[config.mk]
export PLATFORM = sky130hd
export DESIGN_NAME = three_wire_serial_master_unit
export DESIGN_NICKNAME = d
export VERILOG_FILES = /design/src/tws_pkg.sv /design/src/tws_engine.sv /design/src/three_wire_serial_master_unit.sv
export SDC_FILE = /design/constraint.sdc
export NUM_CORES = 1
export LEC_CHECK = 0
export BUFFER_PORTS_ARGS = -buffer_cell sky130_fd_sc_hd__buf_2
export CAP_MARGIN = 20
export CORE_MARGIN = 1
export CORE_UTILIZATION = 52
export DETAILED_ROUTE_END_ITERATION = 7
export PLACE_DENSITY = 0.75
export SLEW_MARGIN = 5
export SYNTH_ARGS = -nofsm -noshare
export SYNTH_HDL_FRONTEND = slang
export SYNTH_HIERARCHICAL = 1
export SYNTH_SLANG_ARGS = --single-unit
[constraint.sdc]
create_clock -name clock -period 2.1 [get_ports clock]
set_clock_uncertainty 0.1 [all_clocks]
set_input_delay 0.42 -clock clock [delete_from_list [all_inputs] [get_ports clock]]
set_output_delay 0.42 -clock clock [all_outputs]
set_load 0.01 [all_outputs]
[src/tws_pkg.sv]
// Package for the three-wire serial master.
// Holds the transaction and result types, the register file type and its constants.
// No dependencies.
package tws_pkg;

   localparam int unsigned CsrIndexWidth = 1;

   localparam logic [CsrIndexWidth-1:0] CSR_BIT_WAIT  = 1'd0;
   localparam logic [CsrIndexWidth-1:0] CSR_TURN_WAIT = 1'd1;

   localparam logic [7:0] BIT_WAIT_RESET  = 8'd5;
   localparam logic [7:0] TURN_WAIT_RESET = 8'd8;

   localparam logic FUNC_TICK  = 1'b0;
   localparam logic FUNC_START = 1'b1;

   localparam logic [3:0] LAST_BIT      = 4'd15;
   localparam logic [3:0] FIRST_DATA_BIT = 4'd8;

   typedef struct packed {
      logic       func;
      logic       is_read;
      logic [7:0] command_byte;
      logic [7:0] write_data;
      logic       io_in;
   } item_type;

   typedef struct packed {
      logic       chip_enable;
      logic       serial_clock;
      logic       data_out;
      logic       data_drive;
      logic       busy_res;
      logic       done_res;
      logic [7:0] read_data;
   } result_type;

   typedef struct packed {
      logic [7:0] bit_wait;
      logic [7:0] turnaround_wait;
   } cfg_type;

endpackage

[src/tws_engine.sv]
// Bit engine of the three-wire serial master: sequencer state and result register.
// Each stepped transaction advances the sequencer once and registers its result.
// Depends on tws_pkg.
module tws_engine
   import tws_pkg::*;
(
   input  logic       clock,
   input  logic       reset,
   input  logic       step_en,
   input  item_type   item,
   input  cfg_type    cfg,
   output result_type result
);

   typedef enum logic [1:0] {
      PH_IDLE,
      PH_SETUP,
      PH_HOLD,
      PH_TURN
   } phase_type;

   phase_type   phase_ff, phase_in;
   logic [3:0]  bit_count_ff, bit_count_in;
   logic [7:0]  wait_count_ff, wait_count_in;
   logic [15:0] out_shift_ff, out_shift_in;
   logic [7:0]  in_shift_ff, in_shift_in;
   logic        read_mode_ff, read_mode_in;
   logic        enable_ff, enable_in;
   logic        drive_ff, drive_in;
   result_type  result_ff, result_in;

   always_comb begin
      logic [7:0] cmd;
      logic       clk_pulse;
      logic       done;
      logic [7:0] rdata;

      phase_in      = phase_ff;
      bit_count_in  = bit_count_ff;
      wait_count_in = wait_count_ff;
      out_shift_in  = out_shift_ff;
      in_shift_in   = in_shift_ff;
      read_mode_in  = read_mode_ff;
      enable_in     = enable_ff;
      drive_in      = drive_ff;
      clk_pulse     = 1'b0;
      done          = 1'b0;
      rdata         = 8'd0;
      cmd           = item.is_read ? (item.command_byte | 8'h01)
                                   : (item.command_byte & 8'hFE);

      if (item.func == FUNC_START) begin
         if (phase_ff == PH_IDLE) begin
            read_mode_in  = item.is_read;
            out_shift_in  = {item.write_data, cmd};
            in_shift_in   = 8'd0;
            bit_count_in  = 4'd0;
            enable_in     = 1'b1;
            drive_in      = 1'b1;
            wait_count_in = cfg.bit_wait;
            phase_in      = PH_SETUP;
         end
      end else if (phase_ff != PH_IDLE) begin
         if (wait_count_ff != 8'd0) begin
            wait_count_in = wait_count_ff - 8'd1;
         end else if (phase_ff == PH_SETUP) begin
            clk_pulse     = 1'b1;
            wait_count_in = cfg.bit_wait;
            phase_in      = PH_HOLD;
         end else if (phase_ff == PH_TURN) begin
            in_shift_in   = {item.io_in, in_shift_ff[7:1]};
            wait_count_in = cfg.bit_wait;
            phase_in      = PH_SETUP;
         end else if (bit_count_ff == LAST_BIT) begin
            done         = 1'b1;
            rdata        = read_mode_ff ? in_shift_ff : 8'd0;
            enable_in    = 1'b0;
            drive_in     = 1'b0;
            bit_count_in = 4'd0;
            phase_in     = PH_IDLE;
         end else begin
            bit_count_in = bit_count_ff + 4'd1;
            out_shift_in = {1'b0, out_shift_ff[15:1]};
            if (read_mode_ff && bit_count_in == FIRST_DATA_BIT) begin
               drive_in      = 1'b0;
               wait_count_in = cfg.turnaround_wait;
               phase_in      = PH_TURN;
            end else begin
               if (read_mode_ff && bit_count_in > FIRST_DATA_BIT) begin
                  in_shift_in = {item.io_in, in_shift_ff[7:1]};
               end
               wait_count_in = cfg.bit_wait;
               phase_in      = PH_SETUP;
            end
         end
      end

      result_in.chip_enable  = enable_in;
      result_in.serial_clock = clk_pulse;
      result_in.data_out     = drive_in & out_shift_in[0];
      result_in.data_drive   = drive_in;
      result_in.busy_res     = (phase_in != PH_IDLE);
      result_in.done_res     = done;
      result_in.read_data    = rdata;
   end

   always_ff @(posedge clock) begin
      if (reset) begin
         phase_ff      <= PH_IDLE;
         bit_count_ff  <= 4'd0;
         wait_count_ff <= 8'd0;
         out_shift_ff  <= 16'd0;
         in_shift_ff   <= 8'd0;
         read_mode_ff  <= 1'b0;
         enable_ff     <= 1'b0;
         drive_ff      <= 1'b0;
         result_ff     <= '0;
      end else if (step_en) begin
         phase_ff      <= phase_in;
         bit_count_ff  <= bit_count_in;
         wait_count_ff <= wait_count_in;
         out_shift_ff  <= out_shift_in;
         in_shift_ff   <= in_shift_in;
         read_mode_ff  <= read_mode_in;
         enable_ff     <= enable_in;
         drive_ff      <= drive_in;
         result_ff     <= result_in;
      end
   end

   assign result = result_ff;

endmodule

[src/three_wire_serial_master_unit.sv]
// Top level of the three-wire serial master: input register, result register and handshakes.
// Depends on tws_pkg and tws_engine.
//
// Usage: each request transaction is either one time tick (func low) or a transfer start
// (func high). Every request yields exactly one response transaction carrying the pin
// levels after that request: chip enable, serial clock, data level and drive, busy, done
// and the read byte on the transaction that ends a read.
// A request that is taken is registered in the input register, then stepped through the
// bit sequencer into the result register and presented on rsp_valid from then on.
// Throughput is one transaction per cycle while rsp_stall is low; the sequencer state is
// updated once per transaction, so with rsp_stall low a request can be taken at every edge.
// When rsp_stall is high the response holds; the input register then fills and req_stall
// rises until the response is taken.
// Synchronous reset empties both registers, returns the sequencer to idle with chip
// enable low and the line released, and loads bit_wait = 5 and turnaround_wait = 8.
// The user must write the csr port only while no transaction is in flight; the block does not enforce this.
module three_wire_serial_master_unit
   import tws_pkg::*;
(
   input  logic                     clock,
   input  logic                     reset,
   input  logic                     req_valid,
   output logic                     req_stall,
   input  logic                     req_func,
   input  logic                     req_is_read,
   input  logic [7:0]               req_command_byte,
   input  logic [7:0]               req_write_data,
   input  logic                     req_io_in,
   output logic                     rsp_valid,
   input  logic                     rsp_stall,
   output logic                     rsp_chip_enable,
   output logic                     rsp_serial_clock,
   output logic                     rsp_data_out,
   output logic                     rsp_data_drive,
   output logic                     rsp_busy_res,
   output logic                     rsp_done_res,
   output logic [7:0]               rsp_read_data,
   input  logic                     csr_wr_en,
   input  logic [CsrIndexWidth-1:0] csr_index,
   input  logic [7:0]               csr_wdata
);

   logic       in_valid_ff, in_valid_in;
   item_type   in_item_ff;
   logic       out_valid_ff, out_valid_in;
   cfg_type    cfg_ff;
   logic       out_load;
   logic       req_take;
   result_type result;

   assign out_load    = in_valid_ff & (~out_valid_ff | ~rsp_stall);
   assign req_stall   = in_valid_ff & ~out_load;
   assign req_take    = req_valid & ~req_stall;
   assign in_valid_in = req_take | (in_valid_ff & ~out_load);
   assign out_valid_in = out_load | (out_valid_ff & rsp_stall);

   always_ff @(posedge clock) begin
      if (reset) begin
         in_valid_ff  <= 1'b0;
         out_valid_ff <= 1'b0;
      end else begin
         in_valid_ff  <= in_valid_in;
         out_valid_ff <= out_valid_in;
      end
   end

   always_ff @(posedge clock) begin
      if (req_take) begin
         in_item_ff.func         <= req_func;
         in_item_ff.is_read      <= req_is_read;
         in_item_ff.command_byte <= req_command_byte;
         in_item_ff.write_data   <= req_write_data;
         in_item_ff.io_in        <= req_io_in;
      end
   end

   always_ff @(posedge clock) begin
      if (reset) begin
         cfg_ff.bit_wait        <= BIT_WAIT_RESET;
         cfg_ff.turnaround_wait <= TURN_WAIT_RESET;
      end else if (csr_wr_en) begin
         unique case (csr_index)
            CSR_BIT_WAIT:  cfg_ff.bit_wait        <= csr_wdata;
            CSR_TURN_WAIT: cfg_ff.turnaround_wait <= csr_wdata;
            default:       cfg_ff <= cfg_ff;
         endcase
      end
   end

   tws_engine u_engine (
      .clock   (clock),
      .reset   (reset),
      .step_en (out_load),
      .item    (in_item_ff),
      .cfg     (cfg_ff),
      .result  (result)
   );

   assign rsp_valid        = out_valid_ff;
   assign rsp_chip_enable  = result.chip_enable;
   assign rsp_serial_clock = result.serial_clock;
   assign rsp_data_out     = result.data_out;
   assign rsp_data_drive   = result.data_drive;
   assign rsp_busy_res     = result.busy_res;
   assign rsp_done_res     = result.done_res;
   assign rsp_read_data    = result.read_data;

`ifndef ASSERT_OFF
   a_done_ends_transfer: assert property (@(posedge clock) disable iff (reset)
      rsp_valid && rsp_done_res |-> !rsp_busy_res && !rsp_chip_enable && !rsp_data_drive)
      else $error("done response still shows a transfer in progress");

   a_released_line_low: assert property (@(posedge clock) disable iff (reset)
      rsp_valid && !rsp_data_drive |-> !rsp_data_out)
      else $error("data level driven while the line is released");

   a_clock_inside_transfer: assert property (@(posedge clock) disable iff (reset)
      rsp_valid && rsp_serial_clock |-> rsp_chip_enable && rsp_busy_res)
      else $error("serial clock pulse outside a transfer");

   a_stall_only_when_full: assert property (@(posedge clock) disable iff (reset)
      req_stall |-> in_valid_ff && out_valid_ff && rsp_stall)
      else $error("request stalled while the pipeline can advance");
`endif

endmodule
## Word-level counts from Yosys, hierarchy flattened

Index checks and enable logic that the tools add are counted.
W data, S select, Z words.

- Flip-flop bits (word level): 90
- Bits of input ports: 33
- Output and inout bits: 16
- Logic and storage cells: 140

- Add/subtract/negate cells: 2
- $lt $le $gt $ge: 1
- Eq/ne operators: 12
- Mux-type cells: 72
- Bitwise logic cells: 13
- Reduce and logical (&&, ||, !) cells: 17

Operators by type and width:

| cell | count |
|---|---|
| $mux W8 | 24 |
| $mux W16 | 7 |
| $mux W4 | 7 |
| $mux W1 | 26 |
| $mux W2 | 8 |
| $reduce_and A7 Y1 | 2 |
| $eq A4 B4 Y1 const B | 2 |
| $ne A2 B2 Y1 const B | 4 |
| $reduce_and A8 Y1 | 1 |
| $reduce_bool A2 Y1 | 4 |
| $reduce_bool A8 Y1 | 1 |
| $sub A8 B1 Y8 const B | 1 |
| $ne A3 B2 Y1 const B | 2 |
| $reduce_and A6 Y1 | 1 |
| $and A1 B1 Y1 | 5 |
| $ne A5 B2 Y1 const B | 1 |
| $not A1 Y1 | 5 |
| $add A4 B1 Y4 const B | 1 |
| $gt A4 B4 Y1 const B | 1 |
| $reduce_and A2 Y1 | 2 |
| $reduce_and A4 Y1 | 1 |
| $or A1 B1 Y1 | 3 |
| $reduce_and A3 Y1 | 1 |
| $reduce_bool A3 Y1 | 1 |
| 5 further kinds | 6 |

## Longest topological paths before layout

- Word-level depth: 11
- Gate-level depth with buffers: 10
- Gate-level depth less buffers: 7

## Hierarchy

Netlist, hierarchy kept.

By module, submodules not included:

| module | instances | cells each | area each (sq um) | sequential area each (sq um) |
|---|---|---|---|---|
| tws_engine | 1 | 328 | 2,841.5 | 1,061.0 |
| three_wire_serial_master_unit | 1 | 94 | 1,338.8 | 930.9 |

## Worst setup path after synthesis

No wires, ideal clock.

- Path type: flip-flop to flip-flop
- From: register u_engine.wait_count_ff[0]
- To: register u_engine.out_shift_ff[1]
- Setup time: 142 ps
- Arrival: 2,003 ps
- Required time: 1,858 ps
- Slack: -145 ps
- Stages on the path, launching flop included: 10
- Buffers on the path: 2
- Clock period less this slack: 2,245 ps
- Cell sequence: dfxtp_1 -> inv_1 -> ha_1 -> or4b_4 -> buf_6 -> nor4_2 -> a21oi_1 -> nor2_2 -> buf_4 -> a211oi_2

- Longest elaborated chain between the ends: 3

RTL lines:

| item | line | source |
|---|---|---|
| from (decl) | tws_engine.sv:24 | `logic [7:0] wait_count_ff, wait_count_in;` |
| from (signal assigned) | tws_engine.sv:121 | `wait_count_ff <= wait_count_in;` |
| $reduce_bool A8 Y1 | tws_engine.sv:64 | `if (wait_count_ff != 8'd0) begin` |
| $ne A2 B2 Y1 (no line) | n/a |  |
| $reduce_and A7 Y1 (no line) | n/a |  |
| to (signal assigned) | tws_engine.sv:122 | `out_shift_ff <= out_shift_in;` |
| to (decl) | tws_engine.sv:25 | `logic [15:0] out_shift_ff, out_shift_in;` |

No other way between the ends.
A chain may end at the register's enable or synchronous reset.

## Worst setup path after layout

- From: register u_engine.wait_count_ff[1]
- To: register u_engine.out_shift_ff[6]

Same word-level chain as after synthesis.

==> impl_results.md <==
* Status: finished, violations left
* Failing checks: negative setup slack
* Post-DP Area at 0.00462 sq mm
* Worst min path class: in2reg
* CTS Buf Count at 9
* Via/cell ratio at 5.95
* WL final at 9530 um
* Critical path required time at 2.28 ns
* Power Dens Cells at 700 mW/mm^2
* Routed Antenna Nets at 0
* Max cap viols at 0
* Largest net degree at the start of global routing at 41
* Synth Net Count at 457
* Root buf cell: clkbuf_8
* # hold bufs at CTS at 0
* Top Family by Delay on Critical Path: simple AND/OR/NAND/NOR gates
* I/O pin total at 49
* I/O Buffers at 47
* Max VDD drop at 0.394 mV
* Fin crit period at 2.12 ns
* Max Root-Sink Buffers at 2
* # DRC at 0
* Sequence of cells on the critical path: inv_2 > ha_4 > or4b_4 > nor3_4 > and3_4 > buf_12 > a22oi_2 > a211oi_2
* Syn Area/Cell at 9.86 sq um
* Pre-Repair DR Iteration Count at 5
* Startpoint types: flip-flop
* Hold WS at 0.134 ns
* Dpl hpwl at 6550 um
* Delay of the slowest critical-path stage at 0.54 ns
* Worst-Margin Slew at 0.590 ns
* Critical path class: reg2reg
* WL per Instance at 16.0 um
* Worst-path maximum fanout at 7
* Buffers and inverters on the worst path at 2
* Max Slew Vio Count at 0
* DIE AREA at 0.00834 sq mm
* CP arrival at 2.30 ns
* Fin. Hold Viols at 0
* Area Overhead vs Synth at 19.1%
* Gp weighted congestion at 0.903
* CTS Sinks at 89
* YS warnings at 6
* Row count at 32
* Clock slew at the register clock pins of the worst setup and hold paths at 0.09 ns
* Vias in the first global route at 3,324
* RSZ-0062 raised after global routing: yes
* H-tree Lvls at 3
* Leak at 1.89 nW
* Post-Synthesis Cells at 421
* Fmax at 472 MHz
* Worst setup EP type: flip-flop
* Die width at 91.3 um
* CTS tree: done
* Fin crit share at 101%
* Final Setup Violations at 5
* Initial antenna violation count at 0
* Netlist Area Pre-Place at 0.00415 sq mm
* Die Height at 91.3 um
* Total GRT Usage at 23.6%
* DRT iter0 DRCs at 250
* Overflow after GRT at 0
* # diodes at 0
* # nets final at 524
* Most frequent cells in the layout: dfxtp_1, buf_2, a21oi_1
* Initial core utilization at 53.7%
* Cell area after layout at 0.00494 sq mm
* Share of cells above drive strength 1 at 30.6%
* DR vias at 3,540
* Final worst setup slack at -0.0188 ns
* First-pass GRT wire length at 15,800 um
* Commonest non-fill, non-tap cell in the layout: dfxtp_1
* CP max stage cell: or4b_4
* Clock Latency Late Sink at 0.36 ns
* Core Footprint at 0.00773 sq mm
* Slew headroom at 60.5%
-- registers in the layout, summed over array words and instances (netlist names) --
name                    flops
in_item_ff                 18
cfg_ff                     16
u_engine/out_shift_ff      16
u_engine/result            14
u_engine/in_shift_ff        8
u_engine/wait_count_ff      8
u_engine/bit_count_ff       4
u_engine/phase_ff           2
in_valid_ff                 1
rsp_valid                   1
u_engine/read_mode_ff       1
-- area by class of cell --
class	count	area, sq um
Fill cell	621	2780
Multi-Input combinational cell	290	2070
Sequential cell	89	1960
Timing Repair Buffer	87	577
Tap cell	102	128
Clock buffer	9	124
Clock inverter	7	45.0
Inverter	11	41.3
-- power breakdown --
part | internal (mW) | leakage, nW | total (mW) | switching, mW
combinational | 0.246 | 1.04 | 0.554 | 0.308
clock | 0.430 | 0.0912 | 1.04 | 0.606
sequential | 1.82 | 0.754 | 1.87 | 0.0541
total | 2.49 | 1.89 | 3.46 | 0.968
-- worst reg2reg max path, stage by stage, from the launching register on --
cell and delay, ns:
dfxtp_2 0.33, inv_2 0.06, ha_4 0.14, or4b_4 0.54, nor3_4 0.20, and3_4 0.25
buf_12 0.13, a22oi_2 0.06, a211oi_2 0.22
-- what timing repair did --
| action | 4_1_cts | 5_1_grt |
|---|---|---|
| hold endpoints to repair | 0 | 0 |
| setup endpoints to repair | 21 | 40 |
| gates resized for setup | 8 | 22 |
| pin swaps | 0 | 5 |
| cloned | 0 | 1 |
| setup buffers | 2 | 1 |
-- final timing paths --
path	cells past startpoint	slack, ns	from	endpoint
worst min register to register	2	0.36	u_engine/result[8]$_SDFFE_PP0P_	u_engine/result[8]$_SDFFE_PP0P_
worst min-delay path	1	0.13	req_write_data[0]	in_item_ff[1]$_DFFE_PP_
worst max register to register	8	-0.02	u_engine/wait_count_ff[1]$_SDFFE_PP0P_	u_engine/out_shift_ff[6]$_SDFFE_PP0P_
worst max-delay path	8	-0.02	u_engine/wait_count_ff[1]$_SDFFE_PP0P_	u_engine/out_shift_ff[6]$_SDFFE_PP0P_
-- through the flow --
step / utilization [%] / setup TNS [ns] / setup WS, ns / power (mW) / instances
finish: 64.0 / -0.0434 / -0.0188 / 3.46 / 595
detailed placement: 59.8 / -0.295 / -0.0404 / 2.41 / 575
floorplan: - / 0 / 0.00466 / 2.25 / 421
CTS: 62.5 / -0.00237 / -0.00236 / 3.44 / 593
global placement: 59.8 / 0 / 0.0194 / 2.39 / 575
global route: 64.0 / -2.24 / -0.116 / 3.60 / 595
-- per-layer routing --
layer	GRT usage [%]	up-vias	share of wire (%)
li1	-	1714	-
met1	31.3	1700	47
met2	38.7	111	46
met3	4.27	15	5.4
met4	8.20	0	1.6
met5	0	-	0
Note: power is estimated with default switching activity, not from simulation.
